**src/rtl/ogbp_pkg.sv**
```systemverilog
// Package for the occupancy grid block pooling core.
// Holds register index codes, field widths and the per-word struct.
// No dependencies.
`timescale 1ns / 1ps

package ogbp_pkg;

    localparam int COST_W     = 8;
    localparam int COORD_W    = 12;
    localparam int CFG_IDX_W  = 2;
    localparam int CFG_DATA_W = 13;
    localparam int BS_REG_W   = 7;
    localparam int DIM_REG_W  = 13;

    localparam int DEF_MAX_WIDTH  = 4096;
    localparam int DEF_MAX_HEIGHT = 4096;
    localparam int DEF_MAX_BLOCK  = 64;

    typedef logic [CFG_IDX_W-1:0] t_cfg_idx;

    localparam t_cfg_idx CFG_BLOCK_SIZE     = 2'd0;
    localparam t_cfg_idx CFG_MAP_WIDTH      = 2'd1;
    localparam t_cfg_idx CFG_MAP_HEIGHT     = 2'd2;
    localparam t_cfg_idx CFG_COST_THRESHOLD = 2'd3;

    typedef struct packed {
        logic               or_val;
        logic               col_last;
        logic               emit;
        logic               rib_nz;
        logic               row_end;
        logic               map_end;
        logic [COORD_W-1:0] coarse_col;
        logic [COORD_W-1:0] coarse_row;
    } t_item;

    function automatic int f_max(input int a, input int b);
        return (a > b) ? a : b;
    endfunction

endpackage

```
**src/rtl/ogbp_cfg.sv**
```systemverilog
// Configuration registers of the pooling core and their range clamping.
// Depends on ogbp_pkg.
`timescale 1ns / 1ps

module ogbp_cfg
    import ogbp_pkg::*;
#(
    parameter int MAX_WIDTH  = DEF_MAX_WIDTH,
    parameter int MAX_HEIGHT = DEF_MAX_HEIGHT,
    parameter int MAX_BLOCK  = DEF_MAX_BLOCK,
    localparam int WW = f_max($clog2(MAX_WIDTH) + 1, DIM_REG_W),
    localparam int HW = f_max($clog2(MAX_HEIGHT) + 1, DIM_REG_W),
    localparam int BW = f_max($clog2(MAX_BLOCK + 1), BS_REG_W)
) (
    input  logic                  i_clk,
    input  logic                  i_rst_n,
    input  logic                  i_wr,
    input  t_cfg_idx              i_idx,
    input  logic [CFG_DATA_W-1:0] i_data,
    output logic [BW-1:0]         o_bs,
    output logic [WW-1:0]         o_w,
    output logic [HW-1:0]         o_h,
    output logic [COST_W-1:0]     o_thr
);

    logic [BS_REG_W-1:0]  r_block_size;
    logic [DIM_REG_W-1:0] r_map_width;
    logic [DIM_REG_W-1:0] r_map_height;
    logic [COST_W-1:0]    r_thr;

    always_ff @(posedge i_clk) begin
        if (!i_rst_n) begin
            r_block_size <= BS_REG_W'(1);
            r_map_width  <= DIM_REG_W'(4096);
            r_map_height <= DIM_REG_W'(4096);
            r_thr        <= COST_W'(253);
        end else if (i_wr) begin
            unique case (i_idx)
                CFG_BLOCK_SIZE:     r_block_size <= i_data[BS_REG_W-1:0];
                CFG_MAP_WIDTH:      r_map_width  <= i_data[DIM_REG_W-1:0];
                CFG_MAP_HEIGHT:     r_map_height <= i_data[DIM_REG_W-1:0];
                CFG_COST_THRESHOLD: r_thr        <= i_data[COST_W-1:0];
                default: ;
            endcase
        end
    end

    always_comb begin
        if (r_block_size == '0)
            o_bs = BW'(1);
        else if (BW'(r_block_size) > BW'(MAX_BLOCK))
            o_bs = BW'(MAX_BLOCK);
        else
            o_bs = BW'(r_block_size);

        if (r_map_width == '0)
            o_w = WW'(1);
        else if (WW'(r_map_width) > WW'(MAX_WIDTH))
            o_w = WW'(MAX_WIDTH);
        else
            o_w = WW'(r_map_width);

        if (r_map_height == '0)
            o_h = HW'(1);
        else if (HW'(r_map_height) > HW'(MAX_HEIGHT))
            o_h = HW'(MAX_HEIGHT);
        else
            o_h = HW'(r_map_height);

        o_thr = r_thr;
    end

endmodule

```
**config.mk**
```make
export PLATFORM = sky130hd
export DESIGN_NAME = ogbp_cfg
export DESIGN_NICKNAME = d
export VERILOG_FILES = /design/src/rtl/ogbp_pkg.sv /design/src/rtl/ogbp_cfg.sv
export SDC_FILE = /design/constraint.sdc
export NUM_CORES = 1
export LEC_CHECK = 0
export ABC_AREA = 1
export BUFFER_PORTS_ARGS = -buffer_cell sky130_fd_sc_hd__buf_2
export CAP_MARGIN = 20
export CORE_UTILIZATION = 50
export DETAILED_ROUTE_END_ITERATION = 16
export GPL_ROUTABILITY_DRIVEN = 0
export MAX_ROUTING_LAYER = met4
export PLACE_DENSITY = 0.79
export SYNTH_ARGS = -nofsm -noshare
export SYNTH_HDL_FRONTEND = slang
export SYNTH_SLANG_ARGS = --single-unit
```
**constraint.sdc**
```tcl
create_clock -name i_clk -period 1.6 [get_ports i_clk]
set_input_delay 0.32 -clock i_clk [delete_from_list [all_inputs] [get_ports i_clk]]
set_output_delay 0.32 -clock i_clk [all_outputs]
set_load 0.02 [all_outputs]
```
# Word-level counts from Yosys, hierarchy flattened
# Index checks and enable logic that the tools add are counted.
# word_totals
word_cells,24
register_bits,41
in_bits,18
out_inout_bits,41
# classes
muxes,6
n_lt_le_gt_ge,3
reduce_logical,8
n_eq_ne,3
# ops
op,count
$mux W13,4
$gt A13 B13 Y1 const B,2
$logic_not A13 Y1,2
$mux W7,2
$reduce_and A2 Y1,4
$gt A7 B7 Y1 const B,1
$logic_not A7 Y1,1
$eq A2 B2 Y1 const B,2
$eq A2 B1 Y1 const B,1
$logic_not A2 Y1,1

# Depth between registers and ports, before layout
# Gate-level depths: netlist of the first run.
# depth
ltp_word,3
ltp_mapped,7
mapped_depth_nobuf,7

# Least setup slack after synthesis of the first run
# Ideal clock, no wire load.
# synth_timing
path_kind,reg2out
startpoint,reg r_map_width[6]
endpoint,out o_w[11]
n_path_buf,0
required_ps,1280
slack_ps,43
arrival_time_ps,1237
stages_incl_launch_ff,6
path_cell_list,dfxtp_1 -> nor2_1 -> nand2_1 -> nor2_1 -> nand2_1 -> a21boi_0
# synth_between
elab_chain_len,3
elab_cells_between_ends,4
classes_between,order compare: 1; mux: 2; reduce/logical: 1
# synth_rtl
item,line_no,source
"start, declared",ogbp_cfg.sv:27,logic [DIM_REG_W-1:0] r_map_width;
"start signal, assigned",ogbp_cfg.sv:40,CFG_MAP_WIDTH: r_map_width <= i_data[DIM_REG_W-1:0];
$gt A13 B13 Y1,ogbp_cfg.sv:58,else if (WW'(r_map_width) > WW'(MAX_WIDTH))
$mux W13,ogbp_cfg.sv:58,
$mux W13 *,ogbp_cfg.sv:56,if (r_map_width == '0)
"end, declared",ogbp_cfg.sv:21,"output logic [WW-1:0] o_w,"
# Mark *: on every way between the ends. The rest lies on a longest branch, timed or not.

# Final worst setup path of the first run
# layout_timing
startpoint,reg r_map_height[5]
endpoint,out o_h[8]
# layout_between
elab_chain_len,3
elab_cells_between_ends,4
classes_between,order compare: 1; mux: 2; reduce/logical: 1
# layout_rtl
item,line_no,source
"start, declared",ogbp_cfg.sv:28,logic [DIM_REG_W-1:0] r_map_height;
"start signal, assigned",ogbp_cfg.sv:41,CFG_MAP_HEIGHT: r_map_height <= i_data[DIM_REG_W-1:0];
$gt A13 B13 Y1,ogbp_cfg.sv:65,else if (HW'(r_map_height) > HW'(MAX_HEIGHT))
$mux W13,ogbp_cfg.sv:65,
$mux W13 *,ogbp_cfg.sv:63,if (r_map_height == '0)
"end, declared",ogbp_cfg.sv:22,"output logic [HW-1:0] o_h,"
# Marks and branches as above.

==> results.env, run 1 <==
ROUTED_WIRE_LENGTH_PER_INSTANCE_UM=12.6
CAP_VIOLATIONS=0
SYNTH_AREA_UM2=1830
NUMBER_OF_ANTENNA_VIOLATIONS_AT_THE_FIRST_CHECK_IN_GLOBAL_ROUTING=0
GRT_PASS1_VIAS=1604
PLACED_CELLS=357
SYNTH_LARGEST_TYPE_AREA_FRACTION_PCT=44.7
YS_SEQ_ELEMENTS=41
SYNTH.YOSYS.SEQ_AREA_SHARE_PCT=44.7
FAILED_CHECKS='setup timing'
ROUTED_WL_MM=4.64
NETLIST_INSTANCES=260
SYNTH_AREA_LEADER_CELL='dfxtp_1'
SETUP_VIOL=24
END_KIND='output pin'
CLOCK_TREE.BUFFER_DEPTH=2
FINISH.UTILIZATION_PCT=73.6
CTS_BUFFERS=5
WORST_SLEW_MARGIN_REL_PCT=74.5
TIMING_HOLD_VIOLATIONS_FINAL=0
NUM_IO_PINS=59
H-TREE-DEPTH=2
YOSYSUNIQUECELLTYPES=18
INITIAL_UTILIZATION_PCT=53.7
FINAL_NETS=341
FINAL_PERIOD_MINUS_WORST_SETUP_SLACK_NS=1.90
WORST_EP_REQUIRED_TIME_NS=1.28
P_INT_W=0.00163
DIE_OUTLINE_WIDTH_UM=62.6
GRT_USAGE_PCT=24.2
STARTPOINT_TYPE='flip-flop'
CELLS_ON_WORST_REG2REG_PATH=3
FIN_CRIT_SH_PCT=119
DETAILROUTE.VIA_COUNT=1851
SYNTH-WARNING-COUNT=0
IR_WORST_VDD_mV=0.786
FIN_CELLS=370
GR-TOTAL-OVERFLOW=0
SYNTH.AVG_CELL_AREA_UM2=7.05
GRT_PASS1_WL_MM=7.20
NUM_ANTENNA_CELLS=0
POSTLAYOUTSETUPSLACKWORST_NS=-0.299
SYNTH.AREA.TOP_CELLS='dfxtp_1 (45%), nor2_1 (14%), o21ai_0 (8.7%), nand2_1 (7.8%), a21boi_0 (4.1%)'
HOLD_PATH_CLASS='in2reg'
CLKPWRFRAC_PCT=30.7
POWER_PER_CELL_AREA_nW_PER_UM2=922
CTS_SINKS=41
STATIC-LEAKAGE-POWER_nW=1.19
ANT_NETS=0
VIAS_PER_CELL=5.00
TIMING_WORST_SLEW_PIN_VALUE_NS=0.382
STANDARD_CELL_ROWS=21
SETUP.WORST_PATH.CLASS='reg2out'
GRT_MAX_DEGREE=42
FIN_SKEW_NS=0
SYNTH.NET_COUNT=278
TRITONCTS='done'
DIE_HEIGHT_UM=62.6
SYN_TO_FINAL_GROWTH_PCT=37.1
CRITICAL_PATH_DATA_ARRIVAL_TIME_NS=1.58
DRT_DRC_VIOLATIONS_LEFT=0
DIE_OUTLINE_AREA_UM2=3920
DETAIL_ROUTE.FIRST_PASS.ITERATIONS=4
MAX_FREQ_MHz=527
SEQ_POWER_SHARE_PCT=48.2
DP_HPWL_MM=2.91
WHS_PATH_DEPTH=3
CLK_PIN_SLEW_WORST_PATHS_NS=0.11
CTSROOTBUFFERMASTER='clkbuf_4'
P_COMB_SHARE_PCT=21.1
SWSHARE_PCT=29.6
CORE_REGION_AREA_UM2=3420
CLOCK_INSERTION_DELAY_WORST_SKEW_NS=0.36
R2R_SLACK_NS=0.60
RUN_STATUS='finished, violations left'
PORT_BUFFERS=58
P_SWITCHING_W=0.000686
TIMING.CRITICAL_PATH.FANOUT_MAX=6
RSZ0062_AT_GRT='true'
DRIVE_ABOVE_1_SHARE_PCT=38.6
DRT_ITER0_DRC=45
FINAL-MAX-SLEW-VIOLATION-COUNT=0
==> worst max-delay path, stage by stage, from the launching register on <==
cell      delay [ns]
dfxtp_2         0.35
nor2_1          0.14
nand2_1         0.11
nor2_4          0.20
nand2_4         0.11
a21boi_1        0.16
buf_4           0.16
==> flip-flops by register name (all words and copies together) (netlist names) <==
name          count
o_thr             8
r_block_size      7
r_map_height     13
r_map_width      13
==> Yosys cell counts <==
| cell type | number |
|---|---|
| a21oi_1 | 9 |
| inv_1 | 17 |
| buf_6 | 2 |
| dfxtp_1 | 41 |
| inv_2 | 2 |
| nand3_1 | 11 |
| clkbuf_1 | 9 |
| a21boi_1 | 10 |
| clkinv_1 | 1 |
| nand2_2 | 1 |
| nand2_1 | 38 |
| nor2_4 | 2 |
| buf_4 | 1 |
| a21boi_0 | 10 |
| o21ai_0 | 32 |
| nor2_1 | 70 |
| buf_2 | 2 |
| nand3_2 | 2 |
==> power by group through the flow <==
stage	Sequential [W]	Clock, W	Combinational, W
2_1_floorplan	0.00114	0	0.000242
3_3_place_gp	0.00113	0	0.000364
3_5_place_dp	0.00113	0	0.000370
4_1_cts	0.00111	0.000712	0.000419
5_1_grt	0.00113	0.000762	0.000532
6_report	0.00112	0.000712	0.000488
==> through the flow <==
| stage | setup slack (ns) | total power [W] | TNS [ns] | instance area (um^2) | hold slack [ns] |
|---|---|---|---|---|---|
| 2_1_floorplan | 0.0429 | 0.00138 | 0 | 1830 | 0.433 |
| 3_3_place_gp | 0.0718 | 0.00150 | 0 | 2170 | 0.436 |
| 3_5_place_dp | 0.0411 | 0.00150 | 0 | 2170 | 0.445 |
| 4_1_cts | -0.210 | 0.00224 | -3.63 | 2360 | 0.183 |
| 5_1_grt | -0.372 | 0.00242 | -7.07 | 2510 | 0.198 |
| 6_report | -0.299 | 0.00232 | -5.00 | 2510 | 0.191 |
==> cell families after synthesis <==
kind of cell           share of synthesized area [%]
AO/OA/AOI/OAI                                   19.4
flip-flops                                      44.7
buffers and inverters                           8.12
AND/OR/NAND/NOR                                 27.8
==> path summary, 6_finish.rpt <==
path / from / endpoint
worst max register to register: r_map_height[12] / r_map_height[12]
worst min register to register: o_thr[4] / o_thr[4]
worst max-delay path: r_map_height[5] / o_h[8]
worst min-delay path: i_data[8] / r_map_height[8]
==> routing by layer <==
layer	share of wire [%]	global-route usage, %	vias up
met1	47	29.4	832
met4	2.2	12.2	0
met3	3.1	3.83	11
met5	0	-	-
li1	-	-	958
met2	48	38.9	50
==> cell type report <==
cell class	instances	area [um^2]
sequential	41	837
timing repair buffer	68	465
inverter	20	75.1
multi-input combinational	187	995
fill	280	901
clock inverter	1	30.0
clock buffer	7	55.1
tap	46	57.6
==> cell usage in the layout (no fill, tap or decap), drive strengths merged <==
cell	synthesis	layout
a21boi	20	20
nand3	13	13
nand2	39	41
bufinv	0	1
inv	19	19
o21ai	32	32
buf	5	68
clkbuf	9	7
clkinv	1	1
nor2	72	72
a21oi	9	9
dfxtp	41	41
==> repair_timing <==
item,in CTS,in global routing
cloned,2,0
gates resized for setup,44,48
endpoints found under the setup margin,26,29
pin swaps,7,17
hold buffers,0,0
buffers inserted,1,2
No activity file was read; power rests on OpenSTA's default activity.
==> inputs of run 2 (changes only) <==
--- a/config.mk
+++ b/config.mk
@@ -8,11 +8,11 @@
 export ABC_AREA = 1
 export BUFFER_PORTS_ARGS = -buffer_cell sky130_fd_sc_hd__buf_2
 export CAP_MARGIN = 20
-export CORE_UTILIZATION = 50
+export CORE_UTILIZATION = 45
 export DETAILED_ROUTE_END_ITERATION = 16
 export GPL_ROUTABILITY_DRIVEN = 0
 export MAX_ROUTING_LAYER = met4
-export PLACE_DENSITY = 0.79
+export PLACE_DENSITY = 0.75
 export SYNTH_ARGS = -nofsm -noshare
 export SYNTH_HDL_FRONTEND = slang
 export SYNTH_SLANG_ARGS = --single-unit
==> constraint.sdc (replaced) <==
create_clock -name i_clk -period 1.7 [get_ports i_clk]
set_input_delay 0.34 -clock i_clk [delete_from_list [all_inputs] [get_ports i_clk]]
set_output_delay 0.34 -clock i_clk [all_outputs]
set_load 0.02 [all_outputs]
==> run 2 against run 1 <==
The run still ends with setup timing left. Non-clock buffer count stayed put. Sequential power down 6%. Global-route usage down 0.095 points. Wire length increased by 1.5%. Sequential share of layout area down 0.46 points. Critical path depth unchanged.
==> results.env, run 2 (synthesis results as in run 1) <==
HOLD_PATH_CLASS='in2reg'
PORT_BUFFERS=58
CTS_HOLD_BUFFERS=0
GRT_MAX_DEGREE=39
DETAIL_ROUTE.FIRST_PASS.ITERATIONS=4
DRT_DRC_VIOLATIONS_LEFT=0
STATIC-LEAKAGE-POWER_nW=1.20
TIMING_HOLD_VIOLATIONS_FINAL=0
ROUTED_WIRE_LENGTH_PER_INSTANCE_UM=12.7
DIE_OUTLINE_WIDTH_UM=65.8
SETUP_TNS_NS=-1.04
WHS_PATH_DEPTH=3
CTS_SINKS=41
FIN_CELLS=372
WORST_SLEW_MARGIN_REL_PCT=63.3
NUMBER_OF_ANTENNA_VIOLATIONS_AT_THE_FIRST_CHECK_IN_GLOBAL_ROUTING=0
CLKPWRFRAC_PCT=34.5
CRITICAL_PATH_DATA_ARRIVAL_TIME_NS=1.46
SYN_TO_FINAL_GROWTH_PCT=38.6
PLACED_CELLS=357
GRT_USAGE_PCT=24.1
GRT_PASS1_VIAS=1678
GRT_PASS1_WL_MM=7.70
FIN_CRIT_SH_PCT=106
DETAILROUTE.VIA_COUNT=1888
P_COMB_SHARE_PCT=19.9
SETUP.WORST_PATH.CLASS='reg2out'
NUM_IO_PINS=59
CELLS_ON_WORST_REG2REG_PATH=3
FINAL_CELL_AREA_UM2=2540
RUN_STATUS='finished, violations left'
WORST_EP_REQUIRED_TIME_NS=1.36
CTS_BUFFERS=5
RSZ0062_AT_GRT='true'
NUM_ANTENNA_CELLS=0
FINAL_PERIOD_MINUS_WORST_SETUP_SLACK_NS=1.80
DRT_ITER0_DRC=70
SEQ_POWER_SHARE_PCT=45.5
FINAL_NETS=341
ROUTED_WL_MM=4.72
ANT_NETS=0
IR_WORST_VDD_mV=0.572
POSTLAYOUTSETUPSLACKWORST_NS=-0.105
CAP_VIOLATIONS=0
TIMING_WORST_SLEW_PIN_VALUE_NS=0.551
GR-TOTAL-OVERFLOW=0
STARTPOINT_TYPE='flip-flop'
POWER_PER_CELL_AREA_nW_PER_UM2=909
CORE_REGION_AREA_UM2=3770
POSTPLACECELLAREA_UM2=2150
FAILED_CHECKS='setup timing'
MOSTFREQUENTLAYOUTCELLS='nor2_1 (65), buf_2 (36), nand2_1 (34)'
DRIVE_ABOVE_1_SHARE_PCT=38.6
H-TREE-DEPTH=2
FINAL-MAX-SLEW-VIOLATION-COUNT=0
END_KIND='output pin'
MOST_FREQUENT_STANDARD_CELL_IN_THE_LAYOUT_EXCLUDING_FILL_AND_TAP_CELLS='nor2_1'
TIMING.CRITICAL_PATH.FANOUT_MAX=6
CTSROOTBUFFERMASTER='clkbuf_8'
TRITONCTS='done'
P_INT_W=0.00166
SETUP_VIOL=22
FIN_SKEW_NS=0
FINISH.UTILIZATION_PCT=67.4
DP_HPWL_MM=2.98
MAX_FREQ_MHz=554
SWSHARE_PCT=28.3
DIE_OUTLINE_AREA_UM2=4340
P_SWITCHING_W=0.000653
DIE_HEIGHT_UM=65.8
CLOCK_TREE.BUFFER_DEPTH=2
INITIAL_UTILIZATION_PCT=48.6
CLK_PIN_SLEW_WORST_PATHS_NS=0.07
VIAS_PER_CELL=5.08
STANDARD_CELL_ROWS=22
CLOCK_INSERTION_DELAY_WORST_SKEW_NS=0.29
## run 2: cell counts in the layout (fill, tap and decap cells not counted)
Identical to the previous run, type by type.
## run 2: power groups by stage
| stage | clock network [W] | logic [W] | registers, W |
|---|---|---|---|
| after floorplan | 0 | 0.000228 | 0.00107 |
| after global placement | 0 | 0.000336 | 0.00107 |
| after detailed placement | 0 | 0.000342 | 0.00107 |
| after CTS | 0.000806 | 0.000412 | 0.00105 |
| after global routing | 0.000853 | 0.000506 | 0.00106 |
| final | 0.000798 | 0.000461 | 0.00105 |
## run 2: path summary, 6_finish.rpt
kind | startpoint | to | slack, ns
setup reg to reg | r_map_height[2] | r_map_height[2] | 0.94
hold reg to reg | o_thr[0] | o_thr[0] | 0.46
hold / removal | i_data[12] | r_map_width[12] | 0.28
setup / recovery | r_map_height[5] | o_h[11] | -0.10
## run 2: through the flow
step                hold slack [ns]  total power [W]  setup slack, ns
floorplan                     0.444          0.00130            0.123
global placement              0.436          0.00140            0.159
detailed placement            0.442          0.00141            0.116
CTS                           0.269          0.00227          -0.0436
global route                  0.287          0.00242           -0.183
finish                        0.279          0.00231           -0.105
## run 2: layer usage
metal | wire, um | vias to the layer above | track usage (%)
met4 | 75 | 0 | 10.1
met5 | 0 | - | -
li1 | - | 956 | -
met2 | 2310 | 60 | 37.5
met1 | 2100 | 865 | 29.8
met3 | 227 | 7 | 5.86
## run 2: critical path, cell delays in order (launching register included)
cell and delay, ns:
dfxtp_2 0.33, nor2_2 0.11, nand2_2 0.08, nor2_4 0.18, nand2_4 0.12, a21boi_2 0.20
buf_6 0.14
## run 2: cell type report
type                       count  area [um^2]
clock buffer                   7         86.3
clock inverter                 1         30.0
fill                         315         1230
inverter                      20         75.1
multi-input combinational    187         1010
sequential                    41          835
tap                           48         60.1
timing repair buffer          68          447
## run 2: what timing repair did
action / CTS / global route
endpoints found under the setup margin: 22 / 22
gates resized for setup: 54 / 35
endpoints found under the hold margin: 0 / 0
buffers inserted: 4 / 1
cloned: 2 / 0
pin swaps: 16 / 14
