===== config.mk =====
export PLATFORM = sky130hd
export DESIGN_NAME = ogbp_scan
export DESIGN_NICKNAME = d
export VERILOG_FILES = /design/src/rtl/ogbp_pkg.sv /design/src/rtl/ogbp_scan.sv
export SDC_FILE = /design/constraint.sdc
export NUM_CORES = 1
export LEC_CHECK = 0
export ABC_AREA = 1
export ABC_CLOCK_PERIOD_IN_PS = 4300
export BUFFER_PORTS_ARGS = -buffer_cell sky130_fd_sc_hd__buf_2
export CORE_MARGIN = 4
export CORE_UTILIZATION = 55
export CTS_BUF_LIST = sky130_fd_sc_hd__clkbuf_4 sky130_fd_sc_hd__clkbuf_8 sky130_fd_sc_hd__clkbuf_16
export CTS_CLUSTER_SIZE = 12
export DETAILED_ROUTE_END_ITERATION = 8
export PLACE_DENSITY = 0.79
export SLEW_MARGIN = 20
export SYNTH_ARGS = -nofsm -noshare
export SYNTH_HDL_FRONTEND = slang
export SYNTH_SLANG_ARGS = --single-unit

===== constraint.sdc =====
create_clock -name i_clk -period 4.3 [get_ports i_clk]
set_input_delay 0.86 -clock i_clk [delete_from_list [all_inputs] [get_ports i_clk]]
set_output_delay 0.86 -clock i_clk [all_outputs]
set_load 0.1 [all_outputs]

===== src/rtl/ogbp_pkg.sv =====
// Package for the occupancy grid block pooling core.
// Holds register index codes, field widths and the per-word struct.
// No dependencies.
`timescale 1ns / 1ps

package ogbp_pkg;

    localparam int COST_W     = 8;
    localparam int COORD_W    = 12;
    localparam int CFG_IDX_W  = 2;
    localparam int CFG_DATA_W = 13;
    localparam int BS_REG_W   = 7;
    localparam int DIM_REG_W  = 13;

    localparam int DEF_MAX_WIDTH  = 4096;
    localparam int DEF_MAX_HEIGHT = 4096;
    localparam int DEF_MAX_BLOCK  = 64;

    typedef logic [CFG_IDX_W-1:0] t_cfg_idx;

    localparam t_cfg_idx CFG_BLOCK_SIZE     = 2'd0;
    localparam t_cfg_idx CFG_MAP_WIDTH      = 2'd1;
    localparam t_cfg_idx CFG_MAP_HEIGHT     = 2'd2;
    localparam t_cfg_idx CFG_COST_THRESHOLD = 2'd3;

    typedef struct packed {
        logic               or_val;
        logic               col_last;
        logic               emit;
        logic               rib_nz;
        logic               row_end;
        logic               map_end;
        logic [COORD_W-1:0] coarse_col;
        logic [COORD_W-1:0] coarse_row;
    } t_item;

    function automatic int f_max(input int a, input int b);
        return (a > b) ? a : b;
    endfunction

endpackage


===== src/rtl/ogbp_scan.sv =====
// Raster position counters and per-cell block bookkeeping of the pooling core.
// Depends on ogbp_pkg.
`timescale 1ns / 1ps

module ogbp_scan
    import ogbp_pkg::*;
#(
    parameter int MAX_WIDTH  = DEF_MAX_WIDTH,
    parameter int MAX_HEIGHT = DEF_MAX_HEIGHT,
    parameter int MAX_BLOCK  = DEF_MAX_BLOCK,
    localparam int WCW = $clog2(MAX_WIDTH),
    localparam int HCW = $clog2(MAX_HEIGHT),
    localparam int BCW = (MAX_BLOCK > 1) ? $clog2(MAX_BLOCK) : 1,
    localparam int WW  = f_max(WCW + 1, DIM_REG_W),
    localparam int HW  = f_max(HCW + 1, DIM_REG_W),
    localparam int BW  = f_max($clog2(MAX_BLOCK + 1), BS_REG_W)
) (
    input  logic              i_clk,
    input  logic              i_rst_n,
    input  logic              i_accept,
    input  logic [COST_W-1:0] i_cost,
    input  logic [BW-1:0]     i_bs,
    input  logic [WW-1:0]     i_w,
    input  logic [HW-1:0]     i_h,
    input  logic [COST_W-1:0] i_thr,
    output t_item             o_item,
    output logic [WCW-1:0]    o_addr
);

    logic [WCW-1:0] r_fine_col, n_fine_col;
    logic [HCW-1:0] r_fine_row, n_fine_row;
    logic [BCW-1:0] r_cib, n_cib;
    logic [BCW-1:0] r_rib, n_rib;
    logic [WCW-1:0] r_block_col, n_block_col;
    logic [HCW-1:0] r_block_row, n_block_row;
    logic           r_running_or, n_running_or;

    logic last_in_row, last_row, cib_wrap, rib_wrap, col_last, row_last, or_val;

    always_comb begin
        last_in_row = (WW'(r_fine_col) + WW'(1)) >= i_w;
        last_row    = (HW'(r_fine_row) + HW'(1)) >= i_h;
        cib_wrap    = (BW'(r_cib) + BW'(1)) >= i_bs;
        rib_wrap    = (BW'(r_rib) + BW'(1)) >= i_bs;
        col_last    = cib_wrap || last_in_row;
        row_last    = rib_wrap || last_row;
        or_val      = r_running_or || (i_cost > i_thr);

        o_item.or_val     = or_val;
        o_item.col_last   = col_last;
        o_item.emit       = col_last && row_last;
        o_item.rib_nz     = (r_rib != '0);
        o_item.row_end    = last_in_row;
        o_item.map_end    = last_in_row && last_row;
        o_item.coarse_col = COORD_W'(r_block_col);
        o_item.coarse_row = COORD_W'(r_block_row);
        o_addr            = r_block_col;

        n_running_or = col_last ? 1'b0 : or_val;
        n_fine_col   = r_fine_col;
        n_fine_row   = r_fine_row;
        n_cib        = r_cib;
        n_rib        = r_rib;
        n_block_col  = r_block_col;
        n_block_row  = r_block_row;

        if (last_in_row) begin
            n_fine_col  = '0;
            n_cib       = '0;
            n_block_col = '0;
            if (last_row) begin
                n_fine_row  = '0;
                n_rib       = '0;
                n_block_row = '0;
            end else begin
                n_fine_row = r_fine_row + HCW'(1);
                if (rib_wrap) begin
                    n_rib       = '0;
                    n_block_row = r_block_row + HCW'(1);
                end else begin
                    n_rib = r_rib + BCW'(1);
                end
            end
        end else begin
            n_fine_col = r_fine_col + WCW'(1);
            if (cib_wrap) begin
                n_cib       = '0;
                n_block_col = r_block_col + WCW'(1);
            end else begin
                n_cib = r_cib + BCW'(1);
            end
        end
    end

    always_ff @(posedge i_clk) begin
        if (!i_rst_n) begin
            r_fine_col   <= '0;
            r_fine_row   <= '0;
            r_cib        <= '0;
            r_rib        <= '0;
            r_block_col  <= '0;
            r_block_row  <= '0;
            r_running_or <= 1'b0;
        end else if (i_accept) begin
            r_fine_col   <= n_fine_col;
            r_fine_row   <= n_fine_row;
            r_cib        <= n_cib;
            r_rib        <= n_rib;
            r_block_col  <= n_block_col;
            r_block_row  <= n_block_row;
            r_running_or <= n_running_or;
        end
    end

endmodule


After elaboration in Yosys (flattened, before gate mapping) --
Cells that the tools add are included.
Word-level totals: bits in registers 61, input bits 52, output and inout bits 42, logic and storage cells 44
Cells by class: add/subtract/negate cells 10, order comparisons 5, muxes and demuxes 11, reductions and logical operators 11
Operators with widths (count):
- 12-bit 2-to-1 mux | 6
- 12-bit by 1-bit adder with 12-bit output (second input constant) | 4
- 12-bit by 1-bit adder with 13-bit output (second input constant) | 2
- 13-bit greater-or-equal comparator | 2
- 6-bit 2-to-1 mux | 4
- 6-bit by 1-bit adder with 7-bit output (second input constant) | 2
- 7-bit greater-or-equal comparator | 2
- 6-bit by 1-bit adder with 6-bit output (second input constant) | 2
- 8-bit greater-than comparator | 1
- 6-bit nonzero test | 1
- 2-bit AND reduction | 2
- 2-bit nonzero test | 2
- 1-bit logical OR | 3
- 3-bit AND reduction | 1
- 1-bit logical AND | 2
- 1-bit 2-to-1 mux | 1

Depth between registers and ports, before layout --
Gate-level depths: netlist of the first run.
word-level depth 4, depth in mapped cells 21

Worst setup path after synthesis of the first run --
OpenSTA, ideal clock, no wires.
path kind register to output, start reg r_fine_row[3], end out o_item[24] (netlist bit), arrival 3.361 ns, path slack 0.079 ns, cell stages (with the launch flop) 17, path buffers 2, path through dfxtp_1 buf_2 inv_1 nor3_1 nand3_1 xor2_1 inv_1 ha_1 nand2_1 nor2_1 nand2_1 inv_1 nand2_2 nand3_2 inv_1 buf_4 nor2_1
RTL lines:
- start, declared | line ogbp_scan.sv:31 | logic [HCW-1:0] r_fine_row, n_fine_row;
- start signal, assigned | line ogbp_scan.sv:106 | r_fine_row <= n_fine_row;
- end, declared | line ogbp_scan.sv:26 | output t_item o_item,

==> results of run 1 <==
## timing repair
action	4_1_cts	5_1_grt
hold endpoints to repair	0	0
setup buffers	0	1
endpoints found under the setup margin	0	4
gates resized for setup	0	8
## cell usage after synthesis, types with 2 or more instances
library cell / number
sky130_fd_sc_hd__nand2_1: 168
sky130_fd_sc_hd__inv_1: 123
sky130_fd_sc_hd__nor2_1: 87
sky130_fd_sc_hd__dfxtp_1: 61
sky130_fd_sc_hd__ha_1: 56
sky130_fd_sc_hd__nand3_1: 54
sky130_fd_sc_hd__a21oi_1: 34
sky130_fd_sc_hd__xor2_1: 33
sky130_fd_sc_hd__o21ai_0: 22
sky130_fd_sc_hd__buf_4: 18
sky130_fd_sc_hd__nand4_1: 13
sky130_fd_sc_hd__nand3_2: 11
sky130_fd_sc_hd__nor3_1: 11
sky130_fd_sc_hd__a21oi_2: 10
sky130_fd_sc_hd__clkbuf_1: 7
sky130_fd_sc_hd__nand2_2: 6
sky130_fd_sc_hd__nand3b_1: 5
sky130_fd_sc_hd__nor2_2: 5
sky130_fd_sc_hd__xnor2_1: 4
sky130_fd_sc_hd__inv_2: 3
sky130_fd_sc_hd__or2_2: 3
sky130_fd_sc_hd__buf_2: 2
sky130_fd_sc_hd__nand2_4: 2
sky130_fd_sc_hd__nor2_8: 2
sky130_fd_sc_hd__nor3b_1: 2
## power breakdown
part | switching, W | internal [W] | total (W)
sequential | 0.0000121 | 0.000577 | 0.000589
combinational | 0.000167 | 0.0000749 | 0.000242
clock | 0.000228 | 0.000294 | 0.000522
total | 0.000407 | 0.000946 | 0.00135
## state kept, by name (all words and copies together) (netlist names)
register	count
o_addr	12
r_fine_col	12
r_block_row	12
r_rib	6
r_cib	6
r_running_or	1
r_fine_row	12
## metrics by stage
step,setup TNS [ps],area [um^2]
after floorplan,0,5057
after global placement,0,5444
after detailed placement,0,5444
after CTS,0,5642
after global routing,-9.637,5670
final,0,5670
## worst max path at each step
stage	slack (ps)	startpoint	depth (start not counted)	endpoint
final	210	r_fine_col[0]	15	o_item[25]
after global routing	-9	r_fine_col[0]	19	o_item[27]
after CTS	10	r_fine_col[0]	17	o_item[24]
after detailed placement	380	r_fine_col[0]	17	o_item[24]
after global placement	530	r_fine_col[0]	17	o_item[24]
after floorplan	80	r_fine_row[3]	16	o_item[24]
## logic make-up after synthesis
| group | after synthesis | share of synthesized area |
|---|---|---|
| and+or+nand+nor | 371 | 0.3372 |
| buffers and inverters | 158 | 0.1390 |
| AOI/OAI and AO/OA | 71 | 0.07966 |
| adders and majority gates | 56 | 0.1385 |
| DFF | 61 | 0.2415 |
| xor gates and xnor gates | 37 | 0.06408 |
## routing by layer
layer  share of wire  vias to the layer above  track usage
met1            0.44                     2231       0.2471
met5               0                        -            0
met3           0.049                       33      0.04655
met4           0.027                        0      0.09022
met2            0.48                      117       0.3714
li1                -                     2508            -
## worst reg2reg max path, stage by stage (launching register included)
cell and delay, ps:
sky130_fd_sc_hd__dfxtp_1 380, sky130_fd_sc_hd__ha_1 220, sky130_fd_sc_hd__nand3_1 110, sky130_fd_sc_hd__nor2_1 140
sky130_fd_sc_hd__inv_1 80, sky130_fd_sc_hd__nor3_2 180, sky130_fd_sc_hd__nand2_1 120, sky130_fd_sc_hd__xor2_1 170
sky130_fd_sc_hd__ha_1 310, sky130_fd_sc_hd__nand2_1 60, sky130_fd_sc_hd__nor2_2 130, sky130_fd_sc_hd__nand2_2 100
sky130_fd_sc_hd__nor2_2 110, sky130_fd_sc_hd__nand2_2 90, sky130_fd_sc_hd__clkinv_4 70, sky130_fd_sc_hd__nor2_8 40
sky130_fd_sc_hd__buf_4 150, sky130_fd_sc_hd__nor2_8 320, sky130_fd_sc_hd__nand2_2 250, sky130_fd_sc_hd__inv_2 190
sky130_fd_sc_hd__nand3_1 90, sky130_fd_sc_hd__nand2_1 80
## final cells by class
cell class              count  area [um^2]
fillers                   825         3178
inverters                 127        481.7
repair buffers             95        489.2
well taps                 108        135.1
clock buffers              11        151.4
flip-flops and latches     61         1221
multi-input cells         535         3146
clock inverters             3        46.29
==> summary.md, run 1 <==
The count of buffers from port buffering works out to 93. The sort of element at the end of the critical path was a primary output. For the worst setup path, the data required time is 3440 ps. The sequential fraction of the synthesis area came out at 0.2415.

The tools report the total global routing track utilization as 0.2114. Post-synthesis cell area: 0.005057 mm^2. The number of diodes added for antenna fixing is 0. The final clock period utilization by the worst path works out to 0.9511. The peak fanout along the critical path works out to 9. On the worst path, the slowest cell contributes a delay of 470 ps. The run gives 0 as the number of pins with negative max-slew slack in the final report. The proportion of register bits with asynchronous set or reset after synthesis came out at 0. The width of the die is 103.9 um. In the synthesized netlist the dominant register cell turns out to be sky130_fd_sc_hd__dfxtp_1. Between clock sinks in the finished design, the worst skew comes to 15.92 ps.

The number of synthesized flops with an enable pin is 0. The flow ran to the end, and the final reports show no timing, DRC or antenna violations. The most common cell after layout, fill and taps aside was sky130_fd_sc_hd__nand2_1. Cell count after placement: 925. The post-place setup slack is 383.2 ps, and the areal power density over the cells is 238.5 mW/mm^2. The synthesized netlist net count is 862, and the first-pass GRT wire length is 19460 um. For this design the top-level I/O count stands at 94.

The worst path meets setup with 210.1 ps of slack. The cell count after synthesis came out at 754. In this run the most critical hold path is launched from r_cib[5]. Clock slew at the register clock pins of the worst setup and hold paths: 70 ps. Walking the worst path, the cells encountered are ha_1 > nand3_1 > nor2_1 > inv_1 > nor3_2 > nand2_1 > xor2_1 > ha_1 > nand2_1 > nor2_2 > nand2_2 > nor2_2 > nand2_2 > nand3_2 > buf_2. Detailed placement ended at an HPWL of 9043 um. Clock latency on the worst-skew pair, taken at its later pin, is 350 ps.

The worst path in the final design needs a cycle of 4090 ps, including I/O delays and setup. Setup repair after global routing could not meet its margin everywhere. The first detailed-routing pass ran for 5 iterations. Summing over every cut layer, the via total after detailed routing is 4889. For the worst setup path, the data arrival time is 3230 ps. The largest delay contributor family on the critical path was simple AND/OR/NAND/NOR gates. The run gives 3.108 nW as the leakage power figure. The tree built by TritonCTS fans out to 61 sinks. The per-cell via count in the routed design is 5.201. The tool flagged a number of max-cap violations equal to 0.

The core region is 0.008848 mm^2. Counting instances, the worst hold path has a depth of 2. Across the VDD grid, the largest voltage drop is 0.1422 mV. The initial antenna violation count is 0. Class of the worst hold path: flop to flop. The die covers 0.01079 mm^2. From synthesis to final layout, the design area changed by 12.12%. The run gives 940 as the number of cells in the finished layout apart from fillers. Worst relative slew slack: 0.3453. The worst setup path is launched from a flop. Entering global routing, the biggest net connects 31 pins. The post-detailed-route wirelength per cell is 12.30 um. Counting distinct cell types in the post-synthesis netlist gives 37.

The post-synthesis area per instance is 6.707 um^2, and the hold-fix buffer count after cts is 0. The number of storage elements in the synthesis netlist is 61, and the number of global-route vias before repair is 4632. Fraction of layout cells with a size suffix above 1: 0.1887.

sky130_fd_sc_hd__dfxtp_1 takes more of the synthesized area than any other cell. The tools report the overall power after layout as 0.001352 W. In the layout the commonest cells are sky130_fd_sc_hd__nand2_1, sky130_fd_sc_hd__inv_1, sky130_fd_sc_hd__buf_2, sky130_fd_sc_hd__nor2_1, sky130_fd_sc_hd__dfxtp_1.

Clock tree synthesis selected as its root buffer the cell sky130_fd_sc_hd__clkbuf_8. The logs give 0 for the residual antenna-violating net count after detailed routing and 860 ps for the setup slack of the most critical reg-to-reg path. Based on the critical path, the design can be clocked at up to 0.2445 GHz.

For the number of nets at the end of the flow, the log shows 937. The floorplan has 34 rows. The count of H-tree levels built during CTS was 3. For this block, the routed nets add up to 11560 um of wire. By startpoint and endpoint, the worst setup path is classified as flop to primary output. The total buffers and inverters traversed by the critical path was 2; the end-of-flow core utilization was 0.6408. The final hold violation count is 0. The area fraction of the dominant cell type after synthesis was 0.2415.

Ranked by total cell area, the synthesized netlist is headed by sky130_fd_sc_hd__dfxtp_1, sky130_fd_sc_hd__ha_1, sky130_fd_sc_hd__nand2_1. The length in cells of the worst reg-to-reg path came out at 21. Setup violations remaining at the end of the flow were counted as 0. For this run, design rule violations remaining after detail routing come to 0.

Worst-case clock buffer depth: 2. In this run the critical register-to-register path is launched from r_fine_col[0]. Critical path's slowest cell: sky130_fd_sc_hd__buf_2. The Yosys step of the flow raised 0 warnings. The number of clock buffers added by TritonCTS is 9.

The tools report the end of the worst register-to-register path as r_block_row[9]. The run gives 0.5715 as the effective utilization at floorplan. Final hold analysis gives a worst-case slack of 469.1 ps.

The iteration-0 DRC count of the detailed router was 184; the slew of the pin with the lowest slew margin was 981.0 ps. The worst hold path terminates at r_cib[5]. Global routing finished with a remaining overflow of 0.

TritonCTS built the clock tree. Measured along the y axis, the die boundary spans 103.9 um. Routability-driven placement finished with a final weighted congestion of 0.9123.
(Power assumes the default switching activity.)
==> run 2, diff against run 1 <==
--- a/config.mk
+++ b/config.mk
@@ -9,11 +9,11 @@
 export ABC_CLOCK_PERIOD_IN_PS = 4300
 export BUFFER_PORTS_ARGS = -buffer_cell sky130_fd_sc_hd__buf_2
 export CORE_MARGIN = 4
-export CORE_UTILIZATION = 55
+export CORE_UTILIZATION = 57
 export CTS_BUF_LIST = sky130_fd_sc_hd__clkbuf_4 sky130_fd_sc_hd__clkbuf_8 sky130_fd_sc_hd__clkbuf_16
 export CTS_CLUSTER_SIZE = 12
 export DETAILED_ROUTE_END_ITERATION = 8
-export PLACE_DENSITY = 0.79
+export PLACE_DENSITY = 0.82
 export SLEW_MARGIN = 20
 export SYNTH_ARGS = -nofsm -noshare
 export SYNTH_HDL_FRONTEND = slang
==> run 2 against run 1 <==
  * First-iteration DRC count up 20%
  * Cell area up 1.1%
  * Critical path depth rose by 4
  * Clock skew shrank 0.54 ps
  * Final cell count grew 0.32%
  * Die area is 3.2% lower
  * Power increased by 9.1%
  * Setup slack worse by 23 ps
  * Core utilization grew 2.0 points
  * Maximum frequency shrank 0.56%
  * Combinational power about the same
  * Via count is 0.47% lower
  * Critical endpoint is now o_item[27]
  * Largest power group is now clock
==> summary.md, run 2 (synthesis gave the netlist of run 1 again) <==
Once detail routing completed, the nets flagged for antenna violations numbered 0. The area growth from synthesis to layout is 13.41%. The logs give 0.5828 for the effective utilization at floorplan and 0.435 for the clock share of power. The global route total overflow came out at 0. The length in cells of the worst reg-to-reg path is 20, and the areal power density over the cells is 257.2 mW/mm^2.

The switching share of power works out to 0.2775. In this run, CTS created clock tree buffers numbering 9. After filler insertion, the fill cell instance count of the layout stands at 795. The region available for standard cell placement spans 0.008678 mm^2. The clock sink count is 61, and the setup slack of the critical path after layout is 186.9 ps. Data arrives at the worst endpoint at 3250 ps.

For this run, the post-layout net count is 939. Setup repair after global routing left no endpoint under its margin. For the worst relative slew slack, the log shows 0.4849.

Sort of element at the start of the critical path: a flop. Class of the worst hold path: flop to flop. The tools report the initial antenna violation count as 0. Summed over all failing endpoints, the final setup total negative slack is 0 ps. The first global-routing pass estimated 19940 um of wire.

The largest voltage drop on the vdd net is 0.1898 mV, and the placed wire-length estimate is 9282 um. Summing all multi-input logic gate instances after layout gives 0.003143 mm^2. The startpoint identified for the worst register-to-register timing path is r_fine_col[0]. In the routed design, unresolved DRC markers number 0.

The critical path ends at o_item[27]. From left edge to right edge, the die measures 102.2 um. The post-place setup slack came out at 400.7 ps. Among all stages on the critical path, the largest delay is contributed by sky130_fd_sc_hd__dfxtp_1.

Traced cell by cell, the critical path runs through inv_1 > nor3_1 > nand2_1 > nor2_1 > nand3_1 > xor2_1 > inv_1 > ha_1 > nand2_2 > inv_2 > nand2_1 > nand2_1 > nand2_1 > nand3_2 > nor2_8 > nand2_4 > nand2_1 > inv_1 > buf_4. The worst setup path is of the flop to primary output kind. The endpoint identified for the worst register-to-register timing path is r_block_row[9]. The iteration-0 DRC count of the detailed router came out at 220. Fraction of layout cells with a size suffix above 1: 0.1916. Sort of element at the end of the critical path: a primary output. The run gives 0 as the number of diodes added for antenna fixing. The area taken by flip-flops and latches was 0.001222 mm^2. The most common cell after layout, fill and taps aside is sky130_fd_sc_hd__nand2_1.

In the routed layout, each cell is associated on average with a via count of 5.160. The final clock period utilization by the worst path works out to 0.9565. The fraction of power consumed by combinational cells is 0.165, and the floorplan die area is 0.01044 mm^2. In this run the tool buffered the top-level ports with 93 buffer cells. After clock tree synthesis, the clock-pin slew on the worst setup and hold paths is 60 ps. The final layout contains routed wiring with a total length of 11830 um. Measured along the y axis, the die boundary spans 102.2 um. Along the worst path, the maximum fanout reaches 6.

The final setup violation count was 0. TritonCTS built the clock tree. Row generation in the floorplan step produced 34 rows. At the pin with the least slew margin, the transition time is 771.8 ps. The tools report the cell chosen for the clock root as sky130_fd_sc_hd__clkbuf_8.

The final hold violation count was 0; the global placement routability congestion was 0.8969. Max-capacitance violation count: 0. The logs give 1020 ps for the setup slack of the most critical reg-to-reg path and 5 for the number of detailed-route iterations in the first pass. The number of global-route vias before repair is 4705, and the total global routing track utilization is 0.2324. The dominant cell type by count on the critical path was sky130_fd_sc_hd__nand2_1. The detailed router placed 4866 vias in this run. The final worst clock skew is 15.38 ps, and the worst-case clock buffer depth is 2. For this design the top-level I/O count stands at 94. In this run the worst setup path begins at r_fine_col[0]. The largest net degree at the start of global routing was 31; the clock network latency to the later pin of the worst-skew pair was 340 ps.

The leakage power figure was 3.145 nW. The highest clock rate was 0.2431 GHz. The maximum cell stage delay along the critical path was 380 ps; the count of H-tree levels built during CTS was 3. The logs give 0 for the number of pins with negative max-slew slack in the final report and 0.001066 W for the internal power contribution. For this design the total switching power over the nets is 0.0004093 W. The top cell types in the final layout, fill and taps aside, are sky130_fd_sc_hd__nand2_1, sky130_fd_sc_hd__inv_1, sky130_fd_sc_hd__buf_2, sky130_fd_sc_hd__nor2_1, sky130_fd_sc_hd__dfxtp_1. The post-detailed-route wirelength per cell was 12.54 um.

The sequential share of power came out at 0.399. Counting I/O delays and the setup requirement, the final critical path takes 4113 ps. At the worst endpoint, the required time is 3440 ps. The flow ran to the end, and the final reports show no timing, DRC or antenna violations.
==> run 2: cell count changes in the layout (fill, tap and decap cells not counted), sizes merged <==
cell	change
bufinv	+2
clkinvlp	-1
buf	+2
==> run 2: final cells by class <==
type | count | area share
Clock buffer | 11 | 0.02640
Multi-Input combinational cell | 535 | 0.5480
Tap cell | 108 | 0.02356
Sequential cell | 61 | 0.2131
Inverter | 127 | 0.08399
Clock inverter | 4 | 0.01658
Timing Repair Buffer | 97 | 0.08835
==> run 2: power by group through the flow <==
stage               Combinational [W]  Clock [W]  Sequential (W)
finish                       0.000244   0.000642        0.000589
global placement             0.000230          0        0.000600
global route                 0.000272   0.000665        0.000591
detailed placement           0.000241          0        0.000601
CTS                          0.000243   0.000647        0.000589
floorplan                    0.000170          0        0.000618
==> run 2: critical path: cells and delay by family, from the launching register on <==
family	cells	cell delay [ps]
xor gates and xnor gates	1	190
adders and majority gates	1	280
buffers and inverters	5	450
DFF	1	380
and+or+nand+nor	12	1620
==> run 2: through the flow <==
stage                power, W  utilization  hold WS, ps  instances  instance area [um^2]
finish               0.001475       0.6609        459.1        943                  5736
floorplan           0.0007878            -        432.8        754                  5057
global placement    0.0008309       0.6282        450.7        926                  5451
detailed placement  0.0008425       0.6282        453.0        926                  5451
global route         0.001528       0.6609        496.4        943                  5736
CTS                  0.001479       0.6566        464.2        941                  5698
==> run 2: worst min-delay path by stage <==
stage / cells after the start / startpoint / end
after floorplan: 2 / r_running_or / r_running_or
after global placement: 2 / r_running_or / r_running_or
after detailed placement: 2 / r_running_or / r_running_or
after CTS: 2 / r_running_or / r_running_or
after global routing: 2 / r_running_or / r_running_or
final: 2 / r_running_or / r_running_or
==> run 2: routing by layer <==
metal  vias to the layer above  routed length (um)  global-route usage
met5                         -                   0                   0
met2                       120                6156              0.4383
met3                        15                 553             0.04164
met1                      2211                4961              0.2642
met4                         0                 156             0.07064
li1                       2520                   -                   -
==> run 2: timing repair <==
item / 4_1_cts / 5_1_grt
resized for setup: 0 / 10
hold buffers: 0 / 0
setup buffers: 0 / 2
setup endpoints to repair: 0 / 4
==> run 3, diff against run 2 <==
--- a/config.mk
+++ b/config.mk
@@ -7,13 +7,13 @@
 export LEC_CHECK = 0
 export ABC_AREA = 1
 export ABC_CLOCK_PERIOD_IN_PS = 4300
-export BUFFER_PORTS_ARGS = -buffer_cell sky130_fd_sc_hd__buf_2
 export CORE_MARGIN = 4
-export CORE_UTILIZATION = 57
+export CORE_UTILIZATION = 60
 export CTS_BUF_LIST = sky130_fd_sc_hd__clkbuf_4 sky130_fd_sc_hd__clkbuf_8 sky130_fd_sc_hd__clkbuf_16
 export CTS_CLUSTER_SIZE = 12
 export DETAILED_ROUTE_END_ITERATION = 8
-export PLACE_DENSITY = 0.82
+export DONT_BUFFER_PORTS = 1
+export PLACE_DENSITY = 0.76
 export SLEW_MARGIN = 20
 export SYNTH_ARGS = -nofsm -noshare
 export SYNTH_HDL_FRONTEND = slang
==> run 3 against run 2 <==
  * Sequential power is 4.2% higher
  * Critical path depth is 4 lower
  * Flip-flop and latch count stayed put
  * Sequential share of layout area is 2.0 points higher
  * Combinational power is 25% lower
  * Final cell count is 9.3% lower
  * Routed wire length is 6.1% lower
  * Global-route usage is 0.57 points lower
  * Setup slack better by 72 ps
  * Clock-buffer cell count is 2 higher
  * Critical endpoint is now o_item[24]
  * Highest routed layer unchanged
==> summary.md, run 3 (synthesis gave the netlist of run 1 again) <==
The flow ran to the end, and the final reports show no timing, DRC or antenna violations. The finished cells cover 0.005309 mm^2. The number of pins with negative max-slew slack in the final report came out at 0. The count of nets left with antenna violations once routing finished came out at 0. After clock tree synthesis, the clock-pin slew on the worst setup and hold paths is 70 ps. The worst path meets setup with 258.9 ps of slack. The library cell used most frequently in the layout, excluding fill and tap cells, is sky130_fd_sc_hd__nand2_1. TritonCTS built the clock tree.

The first-pass GRT wire length is 18600 um. At the end of the flow, the number of nets in the layout was 855. The logs give 0.6155 for the effective utilization at floorplan and 0.2475 GHz for the highest clock rate. For the overall power after layout, the log shows 0.001331 W.

The routed design has 11100 um of wire. At the pin with the least slew margin, the transition time is 1108 ps. The run gives 11.48 ps as the final worst clock skew.

The dominant cell type by count on the critical path is sky130_fd_sc_hd__nand2_1. The floorplan die area is 0.009962 mm^2. The number of ports placed on the die boundary came out at 94. For the post-place setup slack, the log shows 417.7 ps. The fraction of layout cells with a size suffix above 1 works out to 0.1187.

The final clock period utilization by the worst path was 0.9398. Clock sink count: 61. The signal on the critical path passes through inv_1 > nor3_1 > nand2_1 > nor2_1 > xor2_1 > ha_1 > nand2_1 > nor2_1 > nand2_1 > inv_1 > nand2_2 > nand3_2 > clkinvlp_4 > nor2_2 > buf_4. The tools report the clock network latency to the later pin of the worst-skew pair as 340 ps.

The number of hold buffers added after CTS was 0. The logs give 31 for the largest net degree at the start of global routing and 0.008217 mm^2 for the area of the core. Sort of element at the end of the critical path: a primary output. The number of buffers inserted during clock tree synthesis was 9. In the routed design, unresolved DRC markers number 0. Count of buffers from port buffering: 0. The H-tree generated during clock tree synthesis spans 3 levels. Setup violations remaining at the end of the flow were counted as 0. The multi-input combinational cells in the finished layout cover a total of 0.003156 mm^2. The tightest hold path in the finished design has a slack of 454.4 ps. The post-detailed-route wirelength per cell was 12.98 um. For the initial antenna violation count, the log shows 0. 0 antenna diodes ended up in the layout. The via total after detailed routing was 4487.

The critical path required time was 3440 ps; the number of placement rows was 33. For the number of global-route vias before repair, the log shows 4249. The kind of critical path is flop to primary output. Leakage power figure: 2.746 nW. In this run the vertical extent of the chip is 99.81 um. The cell chosen for the clock root is sky130_fd_sc_hd__clkbuf_8. STA puts the critical path data arrival time at 3180 ps. The cell count after placement is 837, and the final-layout fill cell count is 757.

The logs give 8541 um for the placed wire-length estimate and 855 for the number of cells in the finished layout apart from fillers. Using the TritonRoute via totals, the vias-per-cell ratio works out to 5.248. The congestion estimate from routability-driven global placement came to 0.8597. From left edge to right edge, the die measures 99.81 um. The areal power density over the cells works out to 250.7 mW/mm^2. The critical path's slowest cell was sky130_fd_sc_hd__dfxtp_1.

Compared with the post-synthesis result, the final layout area differs by 4.973%. No sink is reached through more buffers than the 2 on the longest clock path. Summing all flip-flop and latch instances after layout gives 0.001236 mm^2.

The run gives 216 as the iteration-0 DRC count of the detailed router. Final hold violation count: 0. In this run the worst hold path is classified as flop to flop. The maximum cell stage delay along the critical path is 450 ps. The final critical path time including I/O delays and setup was 4041 ps; the peak fanout along the critical path was 10. The pre-antenna-repair detailed-routing pass consisted of 4 iterations. For the global route total overflow, the log shows 0. Leaving out fill and tap cells, the most frequent cells in the layout are sky130_fd_sc_hd__nand2_1, sky130_fd_sc_hd__inv_1, sky130_fd_sc_hd__nor2_1, sky130_fd_sc_hd__ha_1, sky130_fd_sc_hd__nand3_1. Summing all placed instances gives a cell area of 0.005052 mm^2. The run gives 0.1438 mV as the largest voltage drop on the vdd net. The total global routing track utilization is 0.2267, and the max-capacitance violation count is 0. The sort of element at the start of the critical path is a flop. The worst relative slew slack is 0.2600.
==> run 3: worst paths after layout <==
kind	startpoint	end	slack, ps	cells after the start
setup / recovery	r_fine_row[3]	o_item[24]	260	15
setup reg to reg	r_fine_col[0]	r_rib[3]	810	18
hold / removal	r_running_or	r_running_or	450	2
hold reg to reg	r_running_or	r_running_or	450	2
==> run 3: final cells by class <==
| cell class | instances | area share |
|---|---|---|
| clock inverters | 1 | 0.005656 |
| clock buffers | 13 | 0.03252 |
| flip-flops and latches | 61 | 0.2329 |
| inverters | 127 | 0.09144 |
| multi-input cells | 535 | 0.5944 |
| well taps | 105 | 0.02475 |
| repair buffers | 13 | 0.01838 |
==> run 3: report_power, final <==
group	switching (W)	total, W	internal [W]
Clock	0.000218	0.000533	0.000316
Combinational	0.000125	0.000183	0.0000582
Sequential	0.0000370	0.000614	0.000577
Total	0.000379	0.00133	0.000951
==> run 3: what timing repair did <==
| action | CTS | global route |
|---|---|---|
| resized for setup | 0 | 5 |
| endpoints found under the hold margin | 0 | 0 |
| buffers inserted | 0 | 4 |
| endpoints found under the setup margin | 0 | 4 |
==> run 3: per-layer routing <==
metal  vias up  wire, um  global-route usage
li1       2346         -                   -
met1      2023      4869              0.2766
met2       101      5482              0.3874
met3        17       596             0.05420
met4         0       153             0.08403
met5         -         0                   0
==> run 3: per-stage QoR <==
step / setup TNS, ps / utilization
detailed placement: 0 / 0.6149
global placement: 0 / 0.6149
global route: -12.92 / 0.6461
floorplan: 0 / -
finish: 0 / 0.6461
CTS: 0 / 0.6396
==> run 3: critical path, delay by kind of cell, from the launching register on <==
family        cells  cell delay [ps]
simple gates      9             1300
flops             1              450
xor+xnor          1              270
buf+inv           4              640
fa+ha+maj         1              160
